**config.mk**
```make
export PLATFORM = sky130hd
export DESIGN_NAME = matrix_multiply_core_flat
export DESIGN_NICKNAME = d
export VERILOG_FILES = /design/src/design/mm_pkg.sv /design/src/design/mm_req_if.sv /design/src/design/mm_rsp_if.sv /design/src/design/matrix_multiply_core.sv /design/src/design/mm_ram.sv /design/src/flat_wrapper.sv
export SDC_FILE = /design/constraint.sdc
export NUM_CORES = 2
export LEC_CHECK = 0
export BUFFER_PORTS_ARGS = -buffer_cell sky130_fd_sc_hd__buf_4
export CELL_PAD_IN_SITES_DETAIL_PLACEMENT = 1
export CELL_PAD_IN_SITES_GLOBAL_PLACEMENT = 2
export CORE_ASPECT_RATIO = 1.5
export CORE_MARGIN = 1.5
export CORE_UTILIZATION = 45
export CTS_BUF_LIST = sky130_fd_sc_hd__clkbuf_4 sky130_fd_sc_hd__clkbuf_8
export CTS_CLUSTER_SIZE = 16
export DETAILED_ROUTE_END_ITERATION = 6
export PLACE_DENSITY_LB_ADDON = 0.3
export SYNTH_ARGS = -nofsm -noshare
export SYNTH_HDL_FRONTEND = slang
export SYNTH_HIERARCHICAL = 1
export SYNTH_SLANG_ARGS = --single-unit
```
**constraint.sdc**
```tcl
create_clock -name clock -period 14.4 [get_ports clock]
set_clock_uncertainty 0.2 [all_clocks]
set_input_delay 4.32 -clock clock [delete_from_list [all_inputs] [get_ports clock]]
set_output_delay 4.32 -clock clock [all_outputs]
set_load 0.005 [all_outputs]
```
**src/design/mm_pkg.sv**
```systemverilog
`timescale 1ns / 1ps

package mm_pkg;

   // Size bounds and element width
   localparam int MAX_DIM      = 8;
   localparam int ELEMENT_BITS = 16;
   localparam int IDX_BITS     = (MAX_DIM > 1) ? $clog2(MAX_DIM) : 1;
   localparam int STORE_DEPTH  = MAX_DIM * MAX_DIM;
   localparam int ADDR_BITS    = $clog2(STORE_DEPTH);
   localparam int PROD_BITS    = 2 * ELEMENT_BITS;
   localparam int OUT_BITS     = 40;

   typedef logic [1:0]                    cmd_type;
   typedef logic [2:0]                    pos_type;
   typedef logic signed [15:0]            value_type;
   typedef logic [3:0]                    cfg_type;
   typedef logic [1:0]                    csr_index_type;
   typedef logic [IDX_BITS-1:0]           idx_type;
   typedef logic [ADDR_BITS-1:0]          addr_type;
   typedef logic signed [ELEMENT_BITS-1:0] elem_type;
   typedef logic signed [PROD_BITS-1:0]   prod_type;
   typedef logic signed [OUT_BITS-1:0]    sum_type;

   localparam cmd_type CMD_LOAD_A  = 2'd0;
   localparam cmd_type CMD_LOAD_B  = 2'd1;
   localparam cmd_type CMD_COMPUTE = 2'd2;

   localparam csr_index_type CSR_ROWS_A     = 2'd0;
   localparam csr_index_type CSR_INNER_SIZE = 2'd1;
   localparam csr_index_type CSR_COLS_B     = 2'd2;

   localparam cfg_type CFG_RESET = 4'd8;

   typedef enum logic [1:0] {
      ST_IDLE,
      ST_MAC,
      ST_DRAIN,
      ST_EMIT
   } state_type;

   // Highest index in use for a size register: 0 acts as 1, oversize clamps to MAX_DIM
   function automatic idx_type last_index(cfg_type size);
      idx_type result;
      if (size == '0) begin
         result = '0;
      end else if (int'(size) > MAX_DIM) begin
         result = IDX_BITS'(MAX_DIM - 1);
      end else begin
         result = IDX_BITS'(int'(size) - 1);
      end
      return result;
   endfunction

   function automatic addr_type elem_addr(idx_type r, idx_type c);
      return ADDR_BITS'(int'(r) * MAX_DIM + int'(c));
   endfunction

endpackage

```
**src/design/mm_req_if.sv**
```systemverilog
`timescale 1ns / 1ps

interface mm_req_if;
   logic                valid;
   logic                ready;
   mm_pkg::cmd_type     command;
   mm_pkg::pos_type     row;
   mm_pkg::pos_type     col;
   mm_pkg::value_type   value;

   modport source (output valid, output command, output row, output col, output value,
                   input ready);
   modport sink   (input valid, input command, input row, input col, input value,
                   output ready);
endinterface

```
**src/design/mm_rsp_if.sv**
```systemverilog
`timescale 1ns / 1ps

interface mm_rsp_if;
   logic              valid;
   logic              ready;
   mm_pkg::pos_type   out_row;
   mm_pkg::pos_type   out_col;
   mm_pkg::sum_type   out_value;
   logic              last;

   modport source (output valid, output out_row, output out_col, output out_value,
                   output last, input ready);
   modport sink   (input valid, input out_row, input out_col, input out_value,
                   input last, output ready);
endinterface

```
**src/design/matrix_multiply_core.sv**
```systemverilog
`timescale 1ns / 1ps

// Dense matrix product C = A x B on signed Q8.8 elements. A load item (command 0 or 1)
// writes one element of A or B and gives no result; loads outside the store are
// dropped. A compute item walks the product in row-major order and gives one result
// per element: row, column, the exact Q24.16 sum and a last flag on the final one.
// Sizes come from the rows_a, inner_size and cols_b registers (0 acts as 1, larger
// than 8 acts as 8). A compute keeps the request side not ready until its final
// result is in the output register: for each product element it issues inner_size
// reads through the single read port of each element store into the one shared
// multiply-accumulate unit, waits for its pipeline to drain, and hands the sum to
// the output register, later if the result side stalls. The final result may
// wait in the output register while new loads are taken. Elements must be loaded
// before a compute reads them.
module matrix_multiply_core (
   input  logic                  clock,
   input  logic                  reset,
   mm_req_if.sink                req_ch,
   mm_rsp_if.source              rsp_ch,
   input  logic                  csr_write_enable,
   input  mm_pkg::csr_index_type csr_index,
   input  mm_pkg::cfg_type       csr_data
);

   mm_pkg::state_type state_ff, state_in;

   mm_pkg::cfg_type rows_a_ff, inner_size_ff, cols_b_ff;

   mm_pkg::idx_type i_ff, i_in, j_ff, j_in, k_ff, k_in;
   mm_pkg::idx_type lim_r_ff, lim_r_in, lim_k_ff, lim_k_in, lim_c_ff, lim_c_in;

   logic issue;
   logic emit;
   logic pos_last;

   logic req_fire;
   logic load_ok;
   logic a_we, b_we;
   mm_pkg::addr_type wr_addr;
   mm_pkg::elem_type wr_elem;
   mm_pkg::addr_type a_rd_addr, b_rd_addr;
   mm_pkg::elem_type a_q, b_q;

   logic rd_vld_ff, rd_first_ff, rd_last_ff;
   logic mul_vld_ff, mul_first_ff, mul_last_ff;
   mm_pkg::prod_type product_ff, product_in;
   mm_pkg::sum_type  acc_ff, acc_in;

   logic             rsp_vld_ff;
   mm_pkg::pos_type  rsp_row_ff, rsp_col_ff;
   mm_pkg::sum_type  rsp_value_ff;
   logic             rsp_last_ff;

   // configuration registers
   always_ff @(posedge clock) begin
      if (reset) begin
         rows_a_ff     <= mm_pkg::CFG_RESET;
         inner_size_ff <= mm_pkg::CFG_RESET;
         cols_b_ff     <= mm_pkg::CFG_RESET;
      end else if (csr_write_enable) begin
         case (csr_index)
            mm_pkg::CSR_ROWS_A:     rows_a_ff     <= csr_data;
            mm_pkg::CSR_INNER_SIZE: inner_size_ff <= csr_data;
            mm_pkg::CSR_COLS_B:     cols_b_ff     <= csr_data;
            default: ;
         endcase
      end
   end

   // element loads
   assign req_ch.ready = (state_ff == mm_pkg::ST_IDLE);
   assign req_fire     = req_ch.valid && req_ch.ready;
   assign load_ok      = req_fire && (int'(req_ch.row) < mm_pkg::MAX_DIM)
                         && (int'(req_ch.col) < mm_pkg::MAX_DIM);
   assign a_we    = load_ok && (req_ch.command == mm_pkg::CMD_LOAD_A);
   assign b_we    = load_ok && (req_ch.command == mm_pkg::CMD_LOAD_B);
   assign wr_addr = mm_pkg::elem_addr(mm_pkg::idx_type'(req_ch.row),
                                      mm_pkg::idx_type'(req_ch.col));
   assign wr_elem = mm_pkg::elem_type'(req_ch.value);

   assign a_rd_addr = mm_pkg::elem_addr(i_ff, k_ff);
   assign b_rd_addr = mm_pkg::elem_addr(k_ff, j_ff);

   mm_ram #(.WIDTH(mm_pkg::ELEMENT_BITS), .DEPTH(mm_pkg::STORE_DEPTH)) u_store_a (
      .clock   (clock),
      .wr_en   (a_we),
      .wr_addr (wr_addr),
      .wr_data (wr_elem),
      .rd_addr (a_rd_addr),
      .rd_data (a_q)
   );

   mm_ram #(.WIDTH(mm_pkg::ELEMENT_BITS), .DEPTH(mm_pkg::STORE_DEPTH)) u_store_b (
      .clock   (clock),
      .wr_en   (b_we),
      .wr_addr (wr_addr),
      .wr_data (wr_elem),
      .rd_addr (b_rd_addr),
      .rd_data (b_q)
   );

   // sequencer
   always_ff @(posedge clock) begin
      if (reset) begin
         state_ff <= mm_pkg::ST_IDLE;
         i_ff     <= '0;
         j_ff     <= '0;
         k_ff     <= '0;
         lim_r_ff <= '0;
         lim_k_ff <= '0;
         lim_c_ff <= '0;
      end else begin
         state_ff <= state_in;
         i_ff     <= i_in;
         j_ff     <= j_in;
         k_ff     <= k_in;
         lim_r_ff <= lim_r_in;
         lim_k_ff <= lim_k_in;
         lim_c_ff <= lim_c_in;
      end
   end

   assign pos_last = (i_ff == lim_r_ff) && (j_ff == lim_c_ff);

   always_comb begin
      state_in = state_ff;
      i_in     = i_ff;
      j_in     = j_ff;
      k_in     = k_ff;
      lim_r_in = lim_r_ff;
      lim_k_in = lim_k_ff;
      lim_c_in = lim_c_ff;
      issue    = 1'b0;
      emit     = 1'b0;
      case (state_ff)
         mm_pkg::ST_IDLE: begin
            if (req_fire && req_ch.command == mm_pkg::CMD_COMPUTE) begin
               lim_r_in = mm_pkg::last_index(rows_a_ff);
               lim_k_in = mm_pkg::last_index(inner_size_ff);
               lim_c_in = mm_pkg::last_index(cols_b_ff);
               i_in     = '0;
               j_in     = '0;
               k_in     = '0;
               state_in = mm_pkg::ST_MAC;
            end
         end
         mm_pkg::ST_MAC: begin
            issue = 1'b1;
            if (k_ff == lim_k_ff) begin
               k_in     = '0;
               state_in = mm_pkg::ST_DRAIN;
            end else begin
               k_in = k_ff + mm_pkg::idx_type'(1);
            end
         end
         mm_pkg::ST_DRAIN: begin
            // acc holds the full sum once the last product has been added
            if (mul_vld_ff && mul_last_ff) begin
               state_in = mm_pkg::ST_EMIT;
            end
         end
         mm_pkg::ST_EMIT: begin
            if (!rsp_vld_ff || rsp_ch.ready) begin
               emit = 1'b1;
               if (pos_last) begin
                  state_in = mm_pkg::ST_IDLE;
               end else begin
                  if (j_ff == lim_c_ff) begin
                     j_in = '0;
                     i_in = i_ff + mm_pkg::idx_type'(1);
                  end else begin
                     j_in = j_ff + mm_pkg::idx_type'(1);
                  end
                  state_in = mm_pkg::ST_MAC;
               end
            end
         end
         default: begin
            state_in = mm_pkg::ST_IDLE;
         end
      endcase
   end

   // multiply-accumulate pipeline: read, multiply, accumulate
   assign product_in = mm_pkg::prod_type'(a_q) * mm_pkg::prod_type'(b_q);
   assign acc_in     = (mul_first_ff ? mm_pkg::sum_type'(0) : acc_ff)
                       + mm_pkg::sum_type'(product_ff);

   always_ff @(posedge clock) begin
      if (reset) begin
         rd_vld_ff  <= 1'b0;
         mul_vld_ff <= 1'b0;
      end else begin
         rd_vld_ff  <= issue;
         mul_vld_ff <= rd_vld_ff;
      end
   end

   always_ff @(posedge clock) begin
      rd_first_ff  <= (k_ff == '0);
      rd_last_ff   <= (k_ff == lim_k_ff);
      mul_first_ff <= rd_first_ff;
      mul_last_ff  <= rd_last_ff;
      if (rd_vld_ff) begin
         product_ff <= product_in;
      end
      if (mul_vld_ff) begin
         acc_ff <= acc_in;
      end
   end

   // output register
   always_ff @(posedge clock) begin
      if (reset) begin
         rsp_vld_ff <= 1'b0;
      end else if (emit) begin
         rsp_vld_ff <= 1'b1;
      end else if (rsp_ch.ready) begin
         rsp_vld_ff <= 1'b0;
      end
   end

   always_ff @(posedge clock) begin
      if (emit) begin
         rsp_row_ff   <= mm_pkg::pos_type'(i_ff);
         rsp_col_ff   <= mm_pkg::pos_type'(j_ff);
         rsp_value_ff <= acc_ff;
         rsp_last_ff  <= pos_last;
      end
   end

   assign rsp_ch.valid     = rsp_vld_ff;
   assign rsp_ch.out_row   = rsp_row_ff;
   assign rsp_ch.out_col   = rsp_col_ff;
   assign rsp_ch.out_value = rsp_value_ff;
   assign rsp_ch.last      = rsp_last_ff;

   // a new result only ever comes from the emit step
   a_result_from_emit: assert property (@(posedge clock) disable iff (reset)
      $rose(rsp_vld_ff) |-> $past(state_ff == mm_pkg::ST_EMIT))
      else $error("result loaded outside emit step");

   // the final product of a sum only lands while draining
   a_sum_done_in_drain: assert property (@(posedge clock) disable iff (reset)
      (mul_vld_ff && mul_last_ff) |-> (state_ff == mm_pkg::ST_DRAIN))
      else $error("accumulator finished outside drain");

   // a run ends only after its flagged final result
   a_run_ends_last: assert property (@(posedge clock) disable iff (reset)
      (state_ff == mm_pkg::ST_IDLE && $past(state_ff == mm_pkg::ST_EMIT) && !$past(reset))
      |-> rsp_last_ff)
      else $error("run ended without last flag");

endmodule

```
**src/design/mm_ram.sv**
```systemverilog
`timescale 1ns / 1ps

module mm_ram #(
   parameter int WIDTH = 16,
   parameter int DEPTH = 64
) (
   input  logic                     clock,
   input  logic                     wr_en,
   input  logic [$clog2(DEPTH)-1:0] wr_addr,
   input  logic [WIDTH-1:0]         wr_data,
   input  logic [$clog2(DEPTH)-1:0] rd_addr,
   output logic [WIDTH-1:0]         rd_data
);

   logic [WIDTH-1:0] mem_ff [DEPTH];
   logic [WIDTH-1:0] rd_data_ff;

   always_ff @(posedge clock) begin
      if (wr_en) begin
         mem_ff[wr_addr] <= wr_data;
      end
      rd_data_ff <= mem_ff[rd_addr];
   end

   assign rd_data = rd_data_ff;

endmodule
```
**src/flat_wrapper.sv**
```systemverilog
// flat-port wrapper written by rule: the top's interface ports become plain ports
module matrix_multiply_core_flat 
  (clock, reset, csr_write_enable, csr_index, csr_data, req_ch_valid, req_ch_command, req_ch_row, req_ch_col, req_ch_value, req_ch_ready, rsp_ch_valid, rsp_ch_out_row, rsp_ch_out_col, rsp_ch_out_value, rsp_ch_last, rsp_ch_ready);
  mm_req_if req_ch_i ();
  mm_rsp_if rsp_ch_i ();
  input  logic clock;
  input  logic reset;
  input  logic csr_write_enable;
  input  mm_pkg::csr_index_type csr_index;
  input  mm_pkg::cfg_type csr_data;
  input wire logic [$bits(req_ch_i.valid)-1:0] req_ch_valid;
  input wire logic [$bits(req_ch_i.command)-1:0] req_ch_command;
  input wire logic [$bits(req_ch_i.row)-1:0] req_ch_row;
  input wire logic [$bits(req_ch_i.col)-1:0] req_ch_col;
  input wire logic [$bits(req_ch_i.value)-1:0] req_ch_value;
  output wire logic [$bits(req_ch_i.ready)-1:0] req_ch_ready;
  output wire logic [$bits(rsp_ch_i.valid)-1:0] rsp_ch_valid;
  output wire logic [$bits(rsp_ch_i.out_row)-1:0] rsp_ch_out_row;
  output wire logic [$bits(rsp_ch_i.out_col)-1:0] rsp_ch_out_col;
  output wire logic [$bits(rsp_ch_i.out_value)-1:0] rsp_ch_out_value;
  output wire logic [$bits(rsp_ch_i.last)-1:0] rsp_ch_last;
  input wire logic [$bits(rsp_ch_i.ready)-1:0] rsp_ch_ready;
  assign req_ch_i.valid = req_ch_valid;
  assign req_ch_i.command = req_ch_command;
  assign req_ch_i.row = req_ch_row;
  assign req_ch_i.col = req_ch_col;
  assign req_ch_i.value = req_ch_value;
  assign req_ch_ready = req_ch_i.ready;
  assign rsp_ch_valid = rsp_ch_i.valid;
  assign rsp_ch_out_row = rsp_ch_i.out_row;
  assign rsp_ch_out_col = rsp_ch_i.out_col;
  assign rsp_ch_out_value = rsp_ch_i.out_value;
  assign rsp_ch_last = rsp_ch_i.last;
  assign rsp_ch_i.ready = rsp_ch_ready;
  matrix_multiply_core u_core (.clock(clock), .reset(reset), .req_ch(req_ch_i), .rsp_ch(rsp_ch_i), .csr_write_enable(csr_write_enable), .csr_index(csr_index), .csr_data(csr_data));
endmodule
```
Yosys cells after proc, flatten, opt, wreduce, memory -nomap -nowiden
Memory sizes are Yosys's and may differ from the RTL's. A register that Yosys moved wholly into a read port is not among the register bits.
Cells that the tools add are included.
{"block": "totals", "ff_bits": 158, "ram_bits": 2048, "in_bits": 35, "out_inout_bits": 49, "elab_cells": 114, "n_memories": 2}
{"block": "op_classes", "addsub": 10, "mul": 1, "magnitude_cmp": 3, "eq_ne": 16, "muxes": 33, "n_reduce_logical": 26}
{"name": "u_core.u_store_a.mem_ff", "words": 64, "word_bits": 16, "read_ports": 1, "rd_ports_with_merged_regs": 1, "write_ports": 1, "line": "mm_ram.sv:15", "text": "logic [WIDTH-1:0] mem_ff [DEPTH];"}
{"name": "u_core.u_store_b.mem_ff", "words": 64, "word_bits": 16, "read_ports": 1, "rd_ports_with_merged_regs": 1, "write_ports": 1, "line": "mm_ram.sv:15"}
{"op": "3-bit two-way mux", "count": 14}
{"op": "40-bit by 32-bit adder with 40-bit output", "count": 1}
{"op": "40-bit two-way mux", "count": 1}
{"op": "16-bit by 16-bit multiplier with 32-bit output", "count": 1}
{"op": "6-bit by 3-bit adder with 6-bit output", "count": 3}
{"op": "3-bit case mux with 2 select lines", "count": 3}
{"op": "4-bit greater-than comparator (second input constant)", "count": 3}
{"op": "4-bit zero test", "count": 3}
{"op": "1-bit two-way mux", "count": 10}
{"op": "2-bit AND reduction", "count": 5}
{"op": "3-bit by 1-bit adder with 3-bit output (second input constant)", "count": 3}
{"op": "3-bit == test", "count": 3}
{"op": "3-bit by 1-bit subtractor with 3-bit output (second input constant)", "count": 3}
{"op": "2-bit == test (second input constant)", "count": 4}
{"op": "2-bit two-way mux", "count": 4}
{"op": "2-bit by 1-bit != test with 1-bit output (second input constant)", "count": 4}
{"op": "2-bit case mux with 4 select lines", "count": 1}
{"op": "4-bit AND reduction", "count": 2}
{"op": "2-bit by 1-bit == test with 1-bit output (second input constant)", "count": 3}
{"op": "1-bit logical AND", "count": 6}
{"op": "2-bit zero test", "count": 3}
{"op": "2-bit nonzero test", "count": 3}
{"op": "5-bit AND reduction", "count": 1}
{"op": "2-bit != test (second input constant)", "count": 2}
{"op": "other kinds (3)", "count": 3}

Logic depth before layout (Yosys ltp)
{"block": "logic_depth", "depth_word": 5, "ltp_mapped": 23, "ltp_nobuf": 21}

Modules after synthesis
The synthesis kept the hierarchy.
{"mod": "mm_ram", "n_inst": 2, "cells_per_inst": 1829, "area_each_um2": 40042.2, "seq_area_each_um2": 31069.8}
{"mod": "matrix_multiply_core", "n_inst": 1, "cells_per_inst": 1783, "area_each_um2": 17743.3, "seq_area_each_um2": 4354.2}

Least setup slack after synthesis
Ideal clock, no wire load.
{"block": "synth_timing", "path_type": "input -> register", "startpoint": "in rsp_ch_ready", "endpoint": "reg u_core.rsp_last_ff (netlist: u_core/rsp_ch.last), enable pin", "setup_time_ps": 457, "arrival_ps": 6487, "required_time_ps": 13743, "path_slack_ps": 7256, "path_stages": 2, "path_buffers": 0, "cell_sequence": "nor2b_1 -> nor2b_1"}
{"block": "synth_between", "elab_chain_cells": 3}
{"element": "start, declared", "line": "flat_wrapper.sv:22", "text": "input wire logic [$bits(rsp_ch_i.ready)-1:0] rsp_ch_ready;"}
{"element": "1-bit logical OR", "line": "matrix_multiply_core.sv:163", "text": "if (!rsp_vld_ff || rsp_ch.ready) begin"}
{"element": "1-bit two-way mux", "line": "matrix_multiply_core.sv:163"}
{"element": "1-bit two-way mux", "line": "matrix_multiply_core.sv:135", "text": "case (state_ff)"}
{"element": "named net u_core.emit", "line": "matrix_multiply_core.sv:33", "text": "logic emit;"}
{"element": "end signal, assigned", "line": "matrix_multiply_core.sv:228", "text": "rsp_last_ff <= pos_last;"}
{"element": "end, declared", "line": "matrix_multiply_core.sv:52", "text": "logic rsp_last_ff;"}
The timed path passes the listed nets, and every way through them passes these cells.
A chain may end at the register's enable or synchronous reset.

Worst setup path in the final report
{"block": "layout_timing", "startpoint": "reg u_core.u_store_b.rd_data_ff[2] (netlist: u_core/u_store_b/rd_data[2]), read port of u_core.u_store_b.mem_ff", "endpoint": "reg u_core.product_ff[31], data pin"}
{"block": "layout_between", "elab_chain_cells": 1}
{"element": "start, declared", "line": "mm_ram.sv:16", "text": "logic [WIDTH-1:0] rd_data_ff;"}
{"element": "16-bit by 16-bit multiplier with 32-bit output", "line": "matrix_multiply_core.sv:185", "text": "assign product_in = mm_pkg::prod_type'(a_q) * mm_pkg::prod_type'(b_q);"}
{"element": "named net u_core.product_in[31]", "line": "matrix_multiply_core.sv:46", "text": "mm_pkg::prod_type product_ff, product_in;"}
{"element": "end signal, assigned", "line": "matrix_multiply_core.sv:205", "text": "product_ff <= product_in;"}
{"element": "end, declared", "line": "matrix_multiply_core.sv:46"}
The timed path passes the listed nets, and every way through them passes these cells.

==> results.toml <==
[floorplanning]
core_um2 = 216000
dieArea_um2 = 220000
io_pins = 84
fp.dieH_um = 574
fp-row-count = 209
initial_core_util_pct = 45.3
die_w_um = 384

[detailed_routing]
drc = 11
vias = 50900
dr.pass1.iters = 7
drtIter0Drc = 3904
antenna_left = 0
wl_per_cell_um = 28.8
viasPerCell = 5.72
wirelength_mm = 256

[clock_network]
insertion_delay_ns = 0.98
cts_buffers = 338
clk_pin_slew_ns = 0.07
h-tree-depth = 5
cts_resized = 0
cts.path.max_buffers = 4
ctsHoldBuffers = 0
root_buffer = "clkbuf_8"
cts_tree = "built"
post_cts_buffers = 0
clkSinkCount = 2238

[yosys]
yosys.cell_types.count = 84
seq_area_frac_synth_pct = 68.0
synth_edf_count = 2167
syn_area_um2 = 97800
synth_flop_cell = "edfxtp_1"
ys_ff_latch = 2238
syn_avg_cell_area_um2 = 18.0
ys.warnings.count = 6
async_reset_ff_share_pct = 0
syn_inst = 5441
synth_nets = 5871

[critical_path]
crit_arrival_ns = 7.73
crit_fanout = 16
r2r_end = "u_core/product_ff[31]$_DFFE_PP_"
endpoint_kind = "flip-flop"
worstSetupPathType = "flip-flop to flip-flop"
r2r_cells = 18
critPathLaunchType = "flip-flop"
path_buf_inv = 2
cp_cell_sequence = "and2_1 -> fa_1 -> fa_1 -> ha_1 -> fa_1 -> inv_1 -> fa_1 -> fa_1 -> inv_1 -> ha_1 -> a21oi_1 -> o211ai_1 -> o311ai_0 -> a21oi_1 -> o21a_1 -> a21oi_1 -> mux2i_1 -> nand4_1"
slowest_stage = "o311ai_0"
cp_top_family = "adder cells"
r2r_slack_ns = 7.19
critPathMaxStageDelay_ns = 1.04
r2r-start = "u_core/u_store_b/rd_data[2]$_DFF_P_"
cp_data_required_time_ns = 14.92
cp_common_cell = "fa_1"

[min_path]
min-delay-start = "u_core/rd_last_ff$_DFF_P_"
holdPathEnd = "u_core/mul_last_ff$_DFF_P_"
min_path_type = "flip-flop to flip-flop"
whs_path_depth = 0

[outcome]
failed_checks = "design-rule violations"
status = "finished, violations left"

[global_route]
overflow = 0
grt_start_max_net_pins = 104
grt_pass1_vias = 54900
grt_use_total_pct = 23.4
antenna_found_initial = 18
grt_first_pass_wirelength_mm = 376

[layout]
mostFrequentLayoutCells = "edfxtp_1 (2167), mux4_2 (440), clkbuf_8 (347)"
area_growth_pct = 10.8
drive_gt1_share_pct = 21.9
layout.nets = 6225
layout_commonest_cell = "edfxtp_1"

[timing]
worst_hold_slack_ns = 0.127
tns_ns = 0
final.period_utilization_pct = 50.1
setup_viol = 0
rsz0062_at_grt = "false"
fin_crit_ns = 7.21
worst_slew_pin_slew_ns = 1.24
final-hold-violation-count = 0
max_freq_ghz = 0.139
slew_headroom_pct = 16.0
drv_slew = 0

[place]
place.gp.congestion = 0.876
io_buffer_count = 83
dp_hpwl_mm = 166

[job]
maxCapViolations = 0
## per-layer routing
layer | up-vias | share of wire [%] | wire [µm] | track usage, %
met1 | 27300 | 38 | 98300 | 28.7
met3 | 420 | 4.7 | 12000 | 3.40
met4 | 8 | 3.6 | 9170 | 8.54
met2 | 1440 | 53 | 137000 | 41.6
met5 | - | 0.027 | 69 | 0
li1 | 21800 | - | - | -
## cell usage after synthesis, drive strengths merged, types with 5 or more instances
cell type	number	area share, %
o211ai	6	0.046
dfxtp	71	1.5
nor2	231	0.90
o21ai	55	0.28
a21oi	109	0.56
o21a	7	0.054
a41oi	11	0.098
and2	133	0.85
nand3	65	0.33
nor2b	117	0.75
o21bai	12	0.092
nand3b	7	0.054
xnor2	54	0.48
ha	132	1.7
nand2b	21	0.13
a31oi	21	0.13
edfxtp	2167	67
and3	12	0.079
mux2i	181	1.9
fa	263	5.4
a21boi	6	0.046
a211o	23	0.21
inv	325	1.2
a311oi	19	0.18
xor2	21	0.19
nand2	283	1.1
a22o	12	0.11
o31ai	6	0.046
a22oi	81	0.62
a221oi	33	0.30
a21o	25	0.20
or2	5	0.032
mux4	448	10
a211oi	28	0.21
a221o	15	0.15
mux2	55	0.63
nor3	27	0.14
nor4	10	0.10
nand4	32	0.20
and4	10	0.090
buf	158	1.3
clkbuf	105	0.42
## logic make-up (layout without fill, tap and decap cells)
family,count (synthesis),count (layout),share of synthesized area (%)
other,0,14,0
adder cells (fa/ha/maj),395,395,7.07
XOR/XNOR,75,75,0.671
flip-flops,2238,2238,68.0
AO/OA/AOI/OAI,491,491,3.54
buffers and inverters,590,1198,3.03
multiplexers,684,684,12.8
AND/OR/NAND/NOR,968,968,4.89
## worst reg2reg max path, stage by stage (launching register included)
cell and delay [ns]:
dfxtp_1 0.76, and2_1 0.25, fa_1 0.46, fa_1 0.50, ha_1 0.21, fa_1 0.48, inv_1 0.05, fa_1 0.48
fa_1 0.49, inv_1 0.04, ha_1 0.36, a21oi_1 0.17, o211ai_1 0.16, o311ai_0 1.04, a21oi_1 0.37, o21a_1 0.33
a21oi_1 0.31, mux2i_1 0.23, nand4_1 0.09
## stage by stage
stage                     std cells  utilization, %  instance area [µm²]  setup WS, ns
final                          8911            50.2               108000          7.19
after global routing           8906            50.2               108000          6.81
after CTS                      8897            50.2               108000          7.16
after detailed placement       8303            47.2               102000          6.70
after global placement         8303            47.2               102000          6.87
after floorplan                5441               -                97800          7.26
## worst max-delay path by stage
| stage | depth (start not counted) | startpoint | slack (ns) | end |
|---|---|---|---|---|
| CTS | 18 | u_core/u_store_b/rd_data[2]$_DFF_P_ | 7.16 | u_core/product_ff[31]$_DFFE_PP_ |
| floorplan | 2 | rsp_ch_ready | 7.26 | u_core/rsp_ch.last$_DFFE_PP_ |
| global placement | 6 | req_ch_valid | 6.87 | u_core/u_store_b/mem_ff[13][7]$_DFFE_PP_ |
| detailed placement | 6 | req_ch_valid | 6.70 | u_core/u_store_b/mem_ff[21][6]$_DFFE_PP_ |
| global route | 18 | u_core/u_store_a/rd_data[2]$_DFF_P_ | 6.81 | u_core/product_ff[31]$_DFFE_PP_ |
| finish | 18 | u_core/u_store_b/rd_data[2]$_DFF_P_ | 7.19 | u_core/product_ff[31]$_DFFE_PP_ |
## cell type report
| type | count | area (µm²) |
|---|---|---|
| clock buffers | 421 | 5330 |
| flip-flops and latches | 2238 | 66500 |
| diodes | 14 | 35.0 |
| inverters | 325 | 1220 |
| repair buffers | 279 | 2160 |
| clock inverters | 173 | 1170 |
| fillers | 20100 | 108000 |
| well taps | 2848 | 3560 |
| multi-input cells | 2613 | 28400 |
## sequential cells by signal, indices dropped and copies added, names as in the netlist, 4 cells and up
name,flops
u_core/acc_ff,40
u_core/cols_b_ff,4
u_core/inner_size_ff,4
u_core/product_ff,32
u_core/rows_a_ff,4
u_core/rsp_ch.out_value,40
u_core/u_store_a/mem_ff,1024
u_core/u_store_a/rd_data,16
u_core/u_store_b/mem_ff,1024
u_core/u_store_b/rd_data,16
Power is left out: the tool's default activity adds up to more than one toggle a clock period on the data nets, which glitch-free logic cannot reach.
